File: config.mk
export PLATFORM = sky130hd
export DESIGN_NAME = serial_frame_receiver_unit
export DESIGN_NICKNAME = d
export VERILOG_FILES = /design/src/hdl/srx_pkg.sv /design/src/hdl/serial_frame_receiver_unit.sv /design/src/hdl/srx_ram.sv /design/src/hdl/srx_ctrl.sv /design/src/hdl/srx_dp.sv
export SDC_FILE = /design/constraint.sdc
export NUM_CORES = 1
export LEC_CHECK = 0
export BUFFER_PORTS_ARGS = -buffer_cell sky130_fd_sc_hd__buf_2
export CAP_MARGIN = 10
export CORE_AREA = 2 2 226 206
export CTS_BUF_LIST = sky130_fd_sc_hd__clkbuf_8
export CTS_CLUSTER_DIAMETER = 200
export CTS_CLUSTER_SIZE = 12
export DETAILED_ROUTE_END_ITERATION = 10
export DIE_AREA = 0 0 228 208
export PLACE_DENSITY = 0.77
export SLEW_MARGIN = 10
export SYNTH_ARGS = -nofsm -noshare
export SYNTH_HDL_FRONTEND = slang
export SYNTH_HIERARCHICAL = 1
export SYNTH_SLANG_ARGS = --single-unit
File: constraint.sdc
create_clock -name i_clk -period 7 [get_ports i_clk]
set_input_delay 1.4 -clock i_clk [delete_from_list [all_inputs] [get_ports i_clk]]
set_output_delay 1.4 -clock i_clk [all_outputs]
set_load 0.01 [all_outputs]
File: src/hdl/srx_pkg.sv
// Shared constants and controller/datapath interface types for the serial frame receiver.
`timescale 1ns / 1ps
`default_nettype none

package srx_pkg;

    // Storage sizing
    localparam int BUFFER_DEPTH_DEF = 64;
    localparam int MAX_BURST        = 64;

    // Frame terminator (newline)
    localparam logic [7:0] TERMINATOR = 8'h0A;

    // Configuration register indexes
    localparam int          CFG_IDX_W         = 3;
    localparam logic [2:0]  CFG_START_BYTE    = 3'd0;
    localparam logic [2:0]  CFG_COMMAND_MASK  = 3'd1;
    localparam logic [2:0]  CFG_COMMAND_MATCH = 3'd2;
    localparam logic [2:0]  CFG_MAX_PAYLOAD   = 3'd3;

    // Configuration reset values
    localparam logic [7:0] START_BYTE_RST    = 8'hAA;
    localparam logic [7:0] COMMAND_MASK_RST  = 8'hF0;
    localparam logic [7:0] COMMAND_MATCH_RST = 8'h80;
    localparam logic [6:0] MAX_PAYLOAD_RST   = 7'd48;

    // Commands from the controller to the datapath
    typedef struct packed {
        logic load_cmd;    // capture command byte
        logic start_len;   // capture length, clear sum and position
        logic data_wr;     // store payload byte, add to sum, advance position
        logic load_sumh;   // capture checksum high byte
        logic load_suml;   // capture checksum low byte
        logic emit_start;  // rewind position for the output burst
        logic emit_rd;     // read store at current position
        logic emit_load;   // load output register, advance position
    } t_dp_cmd;

    // Status from the datapath to the controller
    typedef struct packed {
        logic start_hit;
        logic cmd_ok;
        logic len_ok;
        logic len_zero;
        logic data_done;
        logic term_hit;
        logic emit_last;
        logic out_free;
    } t_dp_status;

endpackage

`default_nettype wire

File: src/hdl/serial_frame_receiver_unit.sv
// Top level of the serial frame receiver: controller, datapath and configuration port.
`timescale 1ns / 1ps
`default_nettype none

// Serial frame receiver. Bytes are taken one per cycle while framing: start byte,
// command (masked compare), length (at most max_payload and the buffer depth),
// payload, checksum high then low, and a newline terminator with at most one stray
// byte before it. At the terminator the input stalls and the frame is sent out as
// one transaction per payload byte (one transaction for an empty frame). Each output
// transaction is a read of the registered-read payload store followed by a load of
// the output register; the load waits while that register holds a result that
// downstream stalls. The last result may wait in the output register while the
// next frame is already being received. The payload store needs no clearing after
// reset. Configuration writes are always ready; indexes beyond the register list are
// ignored.
module serial_frame_receiver_unit #(
    parameter int BUFFER_DEPTH = srx_pkg::BUFFER_DEPTH_DEF
) (
    input  wire logic                          i_clk,
    input  wire logic                          i_rst_n,
    input  wire logic                          i_valid,
    output logic                               o_stall,
    input  wire logic [7:0]                    i_byte_in,
    output logic                               o_valid,
    input  wire logic                          i_stall,
    output logic [7:0]                         o_command,
    output logic [6:0]                         o_payload_length,
    output logic [7:0]                         o_payload_byte,
    output logic [5:0]                         o_payload_index,
    output logic                               o_last,
    output logic                               o_checksum_error,
    output logic [15:0]                        o_computed_sum,
    input  wire logic                          i_cfg_valid,
    output logic                               o_cfg_ready,
    input  wire logic [srx_pkg::CFG_IDX_W-1:0] i_cfg_index,
    input  wire logic [7:0]                    i_cfg_data
);

    import srx_pkg::*;

    t_dp_cmd    cmd;
    t_dp_status status;

    assign o_cfg_ready = 1'b1;

    // Sequencer
    srx_ctrl u_ctrl (
        .i_clk    (i_clk),
        .i_rst_n  (i_rst_n),
        .i_valid  (i_valid),
        .o_stall  (o_stall),
        .i_status (status),
        .o_cmd    (cmd)
    );

    // Datapath
    srx_dp #(
        .BUFFER_DEPTH (BUFFER_DEPTH)
    ) u_dp (
        .i_clk            (i_clk),
        .i_rst_n          (i_rst_n),
        .i_byte_in        (i_byte_in),
        .i_cfg_valid      (i_cfg_valid),
        .i_cfg_index      (i_cfg_index),
        .i_cfg_data       (i_cfg_data),
        .i_cmd            (cmd),
        .o_status         (status),
        .i_stall          (i_stall),
        .o_valid          (o_valid),
        .o_command        (o_command),
        .o_payload_length (o_payload_length),
        .o_payload_byte   (o_payload_byte),
        .o_payload_index  (o_payload_index),
        .o_last           (o_last),
        .o_checksum_error (o_checksum_error),
        .o_computed_sum   (o_computed_sum)
    );

endmodule

`default_nettype wire

File: src/hdl/srx_ram.sv
// Generic single-write, single-read RAM with registered read data.
`timescale 1ns / 1ps
`default_nettype none

module srx_ram #(
    parameter  int WIDTH = 8,
    parameter  int DEPTH = 64,
    localparam int AW    = (DEPTH > 1) ? $clog2(DEPTH) : 1
) (
    input  wire logic             i_clk,
    input  wire logic             i_we,
    input  wire logic [AW-1:0]    i_waddr,
    input  wire logic [WIDTH-1:0] i_wdata,
    input  wire logic             i_re,
    input  wire logic [AW-1:0]    i_raddr,
    output logic      [WIDTH-1:0] o_rdata
);

    logic [WIDTH-1:0] r_mem [DEPTH];

    // Write port
    always_ff @(posedge i_clk) begin
        if (i_we) begin
            r_mem[i_waddr] <= i_wdata;
        end
    end

    // Registered read port, holds when not enabled
    always_ff @(posedge i_clk) begin
        if (i_re) begin
            o_rdata <= r_mem[i_raddr];
        end
    end

endmodule

`default_nettype wire

File: src/hdl/srx_ctrl.sv
// Frame parsing and output burst state machine.
`timescale 1ns / 1ps
`default_nettype none

module srx_ctrl (
    input  wire logic                 i_clk,
    input  wire logic                 i_rst_n,
    input  wire logic                 i_valid,
    output logic                      o_stall,
    input  wire srx_pkg::t_dp_status  i_status,
    output srx_pkg::t_dp_cmd          o_cmd
);

    import srx_pkg::*;

    typedef enum logic [3:0] {
        S_HUNT,
        S_CMD,
        S_LEN,
        S_DATA,
        S_SUMH,
        S_SUML,
        S_END0,
        S_END1,
        S_EMIT_RD,
        S_EMIT_WR
    } t_state;

    t_state r_state, n_state;
    logic   r_stall, n_stall;
    logic   acc;

    assign acc     = i_valid && !r_stall;
    assign o_stall = r_stall;

    // Next state and datapath commands
    always_comb begin
        n_state = r_state;
        o_cmd   = '0;
        case (r_state)
            S_HUNT: begin
                if (acc && i_status.start_hit) n_state = S_CMD;
            end
            S_CMD: begin
                if (acc) begin
                    if (i_status.cmd_ok) begin
                        o_cmd.load_cmd = 1'b1;
                        n_state        = S_LEN;
                    end else begin
                        n_state = S_HUNT;
                    end
                end
            end
            S_LEN: begin
                if (acc) begin
                    if (i_status.len_ok) begin
                        o_cmd.start_len = 1'b1;
                        n_state         = i_status.len_zero ? S_SUMH : S_DATA;
                    end else begin
                        n_state = S_HUNT;
                    end
                end
            end
            S_DATA: begin
                if (acc) begin
                    o_cmd.data_wr = 1'b1;
                    if (i_status.data_done) n_state = S_SUMH;
                end
            end
            S_SUMH: begin
                if (acc) begin
                    o_cmd.load_sumh = 1'b1;
                    n_state         = S_SUML;
                end
            end
            S_SUML: begin
                if (acc) begin
                    o_cmd.load_suml = 1'b1;
                    n_state         = S_END0;
                end
            end
            S_END0, S_END1: begin
                if (acc) begin
                    if (i_status.term_hit) begin
                        o_cmd.emit_start = 1'b1;
                        n_state          = S_EMIT_RD;
                    end else begin
                        // one stray byte is tolerated before the terminator
                        n_state = (r_state == S_END0) ? S_END1 : S_HUNT;
                    end
                end
            end
            S_EMIT_RD: begin
                o_cmd.emit_rd = 1'b1;
                n_state       = S_EMIT_WR;
            end
            S_EMIT_WR: begin
                if (i_status.out_free) begin
                    o_cmd.emit_load = 1'b1;
                    n_state         = i_status.emit_last ? S_HUNT : S_EMIT_RD;
                end
            end
            default: begin
                n_state = S_HUNT;
            end
        endcase
    end

    // Input is held off for the whole output burst
    assign n_stall = (n_state inside {S_EMIT_RD, S_EMIT_WR});

    // State and registered stall
    always_ff @(posedge i_clk) begin
        if (!i_rst_n) begin
            r_state <= S_HUNT;
            r_stall <= 1'b0;
        end else begin
            r_state <= n_state;
            r_stall <= n_stall;
        end
    end

endmodule

`default_nettype wire

File: src/hdl/srx_dp.sv
// Datapath: configuration registers, frame fields, checksum, payload store and output register.
`timescale 1ns / 1ps
`default_nettype none

module srx_dp #(
    parameter int BUFFER_DEPTH = srx_pkg::BUFFER_DEPTH_DEF
) (
    input  wire logic                      i_clk,
    input  wire logic                      i_rst_n,
    input  wire logic [7:0]                i_byte_in,
    input  wire logic                      i_cfg_valid,
    input  wire logic [srx_pkg::CFG_IDX_W-1:0] i_cfg_index,
    input  wire logic [7:0]                i_cfg_data,
    input  wire srx_pkg::t_dp_cmd          i_cmd,
    output srx_pkg::t_dp_status            o_status,
    input  wire logic                      i_stall,
    output logic                           o_valid,
    output logic [7:0]                     o_command,
    output logic [6:0]                     o_payload_length,
    output logic [7:0]                     o_payload_byte,
    output logic [5:0]                     o_payload_index,
    output logic                           o_last,
    output logic                           o_checksum_error,
    output logic [15:0]                    o_computed_sum
);

    import srx_pkg::*;

    // Usable depth: a frame never carries more than MAX_BURST bytes
    localparam int EFF_DEPTH = (BUFFER_DEPTH < MAX_BURST) ? BUFFER_DEPTH : MAX_BURST;
    localparam int AW        = (EFF_DEPTH > 1) ? $clog2(EFF_DEPTH) : 1;

    logic [7:0]  r_start, r_mask, r_match;
    logic [6:0]  r_maxp;
    logic [7:0]  r_cmd;
    logic [6:0]  r_len;
    logic [6:0]  r_pos;
    logic [15:0] r_sum;
    logic [15:0] r_rsum;
    logic        r_out_valid;
    logic [7:0]  ram_rdata;
    logic [7:0]  pos_inc;
    logic [7:0]  burst_cnt;

    // Configuration registers
    always_ff @(posedge i_clk) begin
        if (!i_rst_n) begin
            r_start <= START_BYTE_RST;
            r_mask  <= COMMAND_MASK_RST;
            r_match <= COMMAND_MATCH_RST;
            r_maxp  <= MAX_PAYLOAD_RST;
        end else if (i_cfg_valid) begin
            case (i_cfg_index)
                CFG_START_BYTE:    r_start <= i_cfg_data;
                CFG_COMMAND_MASK:  r_mask  <= i_cfg_data;
                CFG_COMMAND_MATCH: r_match <= i_cfg_data;
                CFG_MAX_PAYLOAD:   r_maxp  <= i_cfg_data[6:0];
                default: ;
            endcase
        end
    end

    // Frame fields, position counter and running sum
    always_ff @(posedge i_clk) begin
        if (!i_rst_n) begin
            r_cmd  <= '0;
            r_len  <= '0;
            r_pos  <= '0;
            r_sum  <= '0;
            r_rsum <= '0;
        end else begin
            if (i_cmd.load_cmd) r_cmd <= i_byte_in;
            if (i_cmd.start_len) begin
                r_len <= i_byte_in[6:0];
                r_sum <= '0;
                r_pos <= '0;
            end
            if (i_cmd.data_wr) begin
                r_sum <= r_sum + {8'd0, i_byte_in};
                r_pos <= pos_inc[6:0];
            end
            if (i_cmd.load_sumh) r_rsum <= {i_byte_in, 8'd0};
            if (i_cmd.load_suml) r_rsum <= {r_rsum[15:8], i_byte_in};
            if (i_cmd.emit_start) r_pos <= '0;
            if (i_cmd.emit_load)  r_pos <= pos_inc[6:0];
        end
    end

    // Payload store
    srx_ram #(
        .WIDTH (8),
        .DEPTH (EFF_DEPTH)
    ) u_store (
        .i_clk   (i_clk),
        .i_we    (i_cmd.data_wr),
        .i_waddr (r_pos[AW-1:0]),
        .i_wdata (i_byte_in),
        .i_re    (i_cmd.emit_rd),
        .i_raddr (r_pos[AW-1:0]),
        .o_rdata (ram_rdata)
    );

    // Status toward the controller
    assign pos_inc   = {1'b0, r_pos} + 8'd1;
    assign burst_cnt = (r_len == 7'd0) ? 8'd1 : {1'b0, r_len};

    always_comb begin
        o_status.start_hit = (i_byte_in == r_start);
        o_status.cmd_ok    = ((i_byte_in & r_mask) == r_match);
        o_status.len_ok    = (i_byte_in <= {1'b0, r_maxp}) && (i_byte_in <= 8'(EFF_DEPTH));
        o_status.len_zero  = (i_byte_in == 8'd0);
        o_status.data_done = (pos_inc >= {1'b0, r_len});
        o_status.term_hit  = (i_byte_in == TERMINATOR);
        o_status.emit_last = (pos_inc >= burst_cnt);
        o_status.out_free  = !r_out_valid || !i_stall;
    end

    // Output register
    always_ff @(posedge i_clk) begin
        if (!i_rst_n) begin
            r_out_valid <= 1'b0;
        end else if (i_cmd.emit_load) begin
            r_out_valid <= 1'b1;
        end else if (!i_stall) begin
            r_out_valid <= 1'b0;
        end
    end

    always_ff @(posedge i_clk) begin
        if (i_cmd.emit_load) begin
            o_command        <= r_cmd;
            o_payload_length <= r_len;
            o_payload_byte   <= (r_len == 7'd0) ? 8'd0 : ram_rdata;
            o_payload_index  <= r_pos[5:0];
            o_last           <= o_status.emit_last;
            o_checksum_error <= (r_rsum != r_sum);
            o_computed_sum   <= r_sum;
        end
    end

    assign o_valid = r_out_valid;

    // A payload index always lies inside its frame
    a_index_in_frame: assert property (@(posedge i_clk) disable iff (!i_rst_n)
        (r_out_valid && o_payload_length != 7'd0) |->
            ({1'b0, o_payload_index} < o_payload_length))
        else $error("payload index beyond frame length");

    // The last result of a non-empty frame carries the final index
    a_last_index: assert property (@(posedge i_clk) disable iff (!i_rst_n)
        (r_out_valid && o_last && o_payload_length != 7'd0) |->
            ({1'b0, o_payload_index} == o_payload_length - 7'd1))
        else $error("last flag not on final payload byte");

    // An empty frame gives a single zero result
    a_empty_frame: assert property (@(posedge i_clk) disable iff (!i_rst_n)
        (r_out_valid && o_payload_length == 7'd0) |->
            (o_last && o_payload_byte == 8'd0 && o_payload_index == 6'd0))
        else $error("empty frame result malformed");

endmodule

`default_nettype wire

==> summary.md <==
| Metric | Value |
|---|---|
| Status | `complete, no violations` |
| Clock Skew | `0.0422 ns` |
| Cells after synthesis | `1624` |
| Synth Flop Type | `edfxtp_1` |
| Total global routing overflow | `0` |
| Placeable Area | `45000 um^2` |
| Routed wire per std cell | `25.3 um` |
| ANT nets after route | `0` |
| Fin. Hold Viols | `0` |
| Slew Limit Fails | `0` |
| Clock buffer count from CTS | `60` |
| Clock tree buffer depth | `3` |
| Yosys reg bits | `658` |
| WP data required | `7.31 ns` |
| Die Footprint | `47400 um^2` |
| Setup crit start kind | `primary input` |
| Root Buffer | `clkbuf_8` |
| # resized after CTS | `0` |
| Reg area | `18900 um^2` |
| Hold Crit Class | `reg -> reg` |
| Initial antenna violation count | `0` |
| Layout cell share with drive strength beyond 1 | `0.186` |
| Peak supply drop | `123 uV` |
| Fmax | `275 MHz` |
| Min Hold Slack | `0.437 ns` |
| GRT Util Overall | `0.251` |
| Wire length on met3 | `4550 um` |
| Top cells by area, synth | `edfxtp_1 (63%), mux4_2 (11%), dfxtp_1 (6.8%)` |
| DRC | `0` |
| Port Buffer Count | `72` |
| WS Path Type | `in -> reg` |
| Crit path time final | `3.63 ns` |
| Reg2reg path depth | `11` |
| Largest fanout on the critical path | `29` |
| Synth warnings | `6` |
| Mapped Avg Cell Area | `16.5 um^2` |
| Async set-reset flop share out of synthesis | `0` |
| Final period util | `0.519` |
| DRT met1 WL | `24100 um` |
| Net count, final | `1752` |
| Num ports | `74` |
| Iteration-0 DRC Markers | `1809` |
| Largest net degree at the start of global routing | `80` |
| Die W | `228 um` |
| Via count | `14831` |
| Layout area overhead | `6.88%` |
| CTS clk-pin slew, worst paths | `0.08 ns` |
| Final Setup Violations | `0` |
| Antenna diode count | `0` |
| Sequential share of the synthesized area | `0.702` |
| Initial DRT Pass Iterations | `5` |
| CTS tree | `built` |
| Global placement routability congestion | `0.854` |
| Slowest stage cell on the critical path | `nor2_1` |
| Max incr delay on CP | `0.75 ns` |
| Slew @ Worst Pin | `1.02 ns` |
| Worst r2r src | `u_dp/r_pos[0]$_SDFFE_PN0P_` |
| Count leader, synth | `edfxtp_1` |
| Multi-input logic area | `7430 um^2` |
| Die Y | `208 um` |
| Power density over cell area | `222 nW/um^2` |
| Syn Nets | `1679` |
| Slew HR | `0.317` |
| Mapped Area | `26800 um^2` |
| Yosys top cell area share | `0.634` |
| CP arrival | `3.94 ns` |
| Min-Delay Endpoint | `u_dp/o_command[3]$_DFFE_PP_` |
| # fillers | `3179` |
| Critical Path End Type | `register` |
| Hold Path Stages | `0` |
| CP Cell Sequence | `buf_2 > nor2b_4 > nand2_2 > nor3_2 > buf_4 > nor2b_1 > nand2_1 > nor2_1` |
| DP Wirelength | `36900 um` |
| Worst-skew pair later-pin latency | `0.71 ns` |
| MaxCap Viol Count | `0` |
| Synth unique cells | `69` |
| RSZ-0062 raised after global routing | `no` |
| Fin Setup TNS | `0 ns` |
| Hold path start | `u_dp/r_cmd[3]$_SDFFE_PN0P_` |
| WL met2 | `29000 um` |
| Setup Buffers After CTS | `0` |
| Leak | `9.05 nW` |
| Clock net sink count | `658` |
| Most instantiated cells after synthesis | `edfxtp_1 (567), nor2_1 (140), mux4_2 (126), nand2_1 (109), dfxtp_1 (91)` |
| FF-to-FF End | `u_ctrl/r_state[0]$_SDFF_PN0_` |
| First-pass GRT wire length | `89900 um` |
| Setup slack, reg-to-reg | `3.49 ns` |
| Vias per Instance | `6.36` |
| H-tree level count | `2` |
| Largest area contributor in the netlist | `edfxtp_1` |
| Final WL | `59000 um` |
| Core Rows | `74` |
| # hold bufs at CTS | `0` |
| Vias in the first global route | `14493` |
| Initial Util | `0.597` |
| Post-synth EDFFs | `567` |
| DR top layer | `met4` |
report_power, final:
part | internal, mW | leakage, nW | total, mW | switching [mW]
clock network | 0.788 | 0.574 | 1.99 | 1.20
logic | 0.0264 | 2.63 | 0.128 | 0.102
registers | 4.24 | 5.84 | 4.25 | 0.00274
total | 5.06 | 9.05 | 6.37 | 1.31
how the worst max path moves through the flow:
stage | startpoint | endpoint | slack, ns | cells past startpoint
floorplan | i_stall | u_dp/r_pos[3]$_SDFFE_PN0P_ | 2.35 | 6
global placement | i_valid | u_dp/u_store/r_mem[22][0]$_DFFE_PP_ | 2.76 | 8
detailed placement | i_valid | u_dp/u_store/r_mem[6][6]$_DFFE_PP_ | 2.72 | 8
CTS | u_dp/r_pos[0]$_SDFFE_PN0P_ | u_ctrl/r_state[0]$_SDFF_PN0_ | 3.47 | 11
global route | i_valid | u_dp/u_store/r_mem[22][6]$_DFFE_PP_ | 3.24 | 8
finish | i_valid | u_dp/u_store/r_mem[24][5]$_DFFE_PP_ | 3.37 | 8
per-stage QoR:
step                power [mW]   util  cells  worst slack [ns]  cell area (um^2)
floorplan                 4.38      -   1624              2.35             26800
CTS                       6.42  0.638   2331              3.47             28700
detailed placement        4.47  0.616   2243              2.72             27700
finish                    6.37  0.638   2331              3.37             28700
global route              6.56  0.638   2331              3.24             28700
global placement          4.46  0.616   2243              2.76             27700
sequential cells by signal, summed over array words and instances (netlist names), 8 cells and up:
name and count:
u_dp/u_store/r_mem 512, u_dp/o_computed_sum 16, u_dp/r_rsum 16, u_dp/r_sum 16, u_dp/o_command 8, u_dp/o_payload_byte 8
u_dp/r_cmd 8, u_dp/r_mask 8, u_dp/r_match 8, u_dp/r_start 8, u_dp/u_store/o_rdata 8
worst max-delay path, delay by kind of cell:
kind	cells	cell delay, ns
buffers and inverters	2	0.45
AND/OR/NAND/NOR	6	2.09
cell type report:
| cell class | count | area share |
|---|---|---|
| flip-flops and latches | 658 | 0.657 |
| clock buffers | 60 | 0.0288 |
| well taps | 608 | 0.0265 |
| repair buffers | 97 | 0.0195 |
| multi-input cells | 848 | 0.259 |
| inverters | 32 | 0.00419 |
| clock inverters | 28 | 0.00449 |
cell usage in the layout, fill, tap and decap left out, types with 19 or more instances in the layout:
| cell type | synthesis | final |
|---|---|---|
| a21oi_1 | 53 | 53 |
| buf_2 | 12 | 72 |
| buf_4 | 16 | 24 |
| clkbuf_8 | 0 | 60 |
| dfxtp_1 | 91 | 86 |
| edfxtp_1 | 567 | 567 |
| ha_1 | 30 | 30 |
| inv_1 | 32 | 55 |
| mux2i_1 | 47 | 47 |
| mux4_2 | 126 | 126 |
| nand2_1 | 109 | 109 |
| nand2b_1 | 19 | 19 |
| nand3_1 | 36 | 36 |
| nor2_1 | 140 | 139 |
| xor2_1 | 29 | 29 |
cells by family after synthesis:
kind of cell	share of synthesized area
AOI/OAI and AO/OA	0.0471
xor gates and xnor gates	0.0137
adders and majority gates	0.0147
buffers and inverters	0.0219
DFF	0.702
muxes	0.129
other	0.000140
and+or+nand+nor	0.0716
layer usage:
layer  track usage  vias up
met4        0.0647        0
met1         0.360     7554
li1              -     6464
met5             0        -
met2         0.408      713
met3        0.0425      100
No activity file was read; power rests on OpenSTA's default activity.
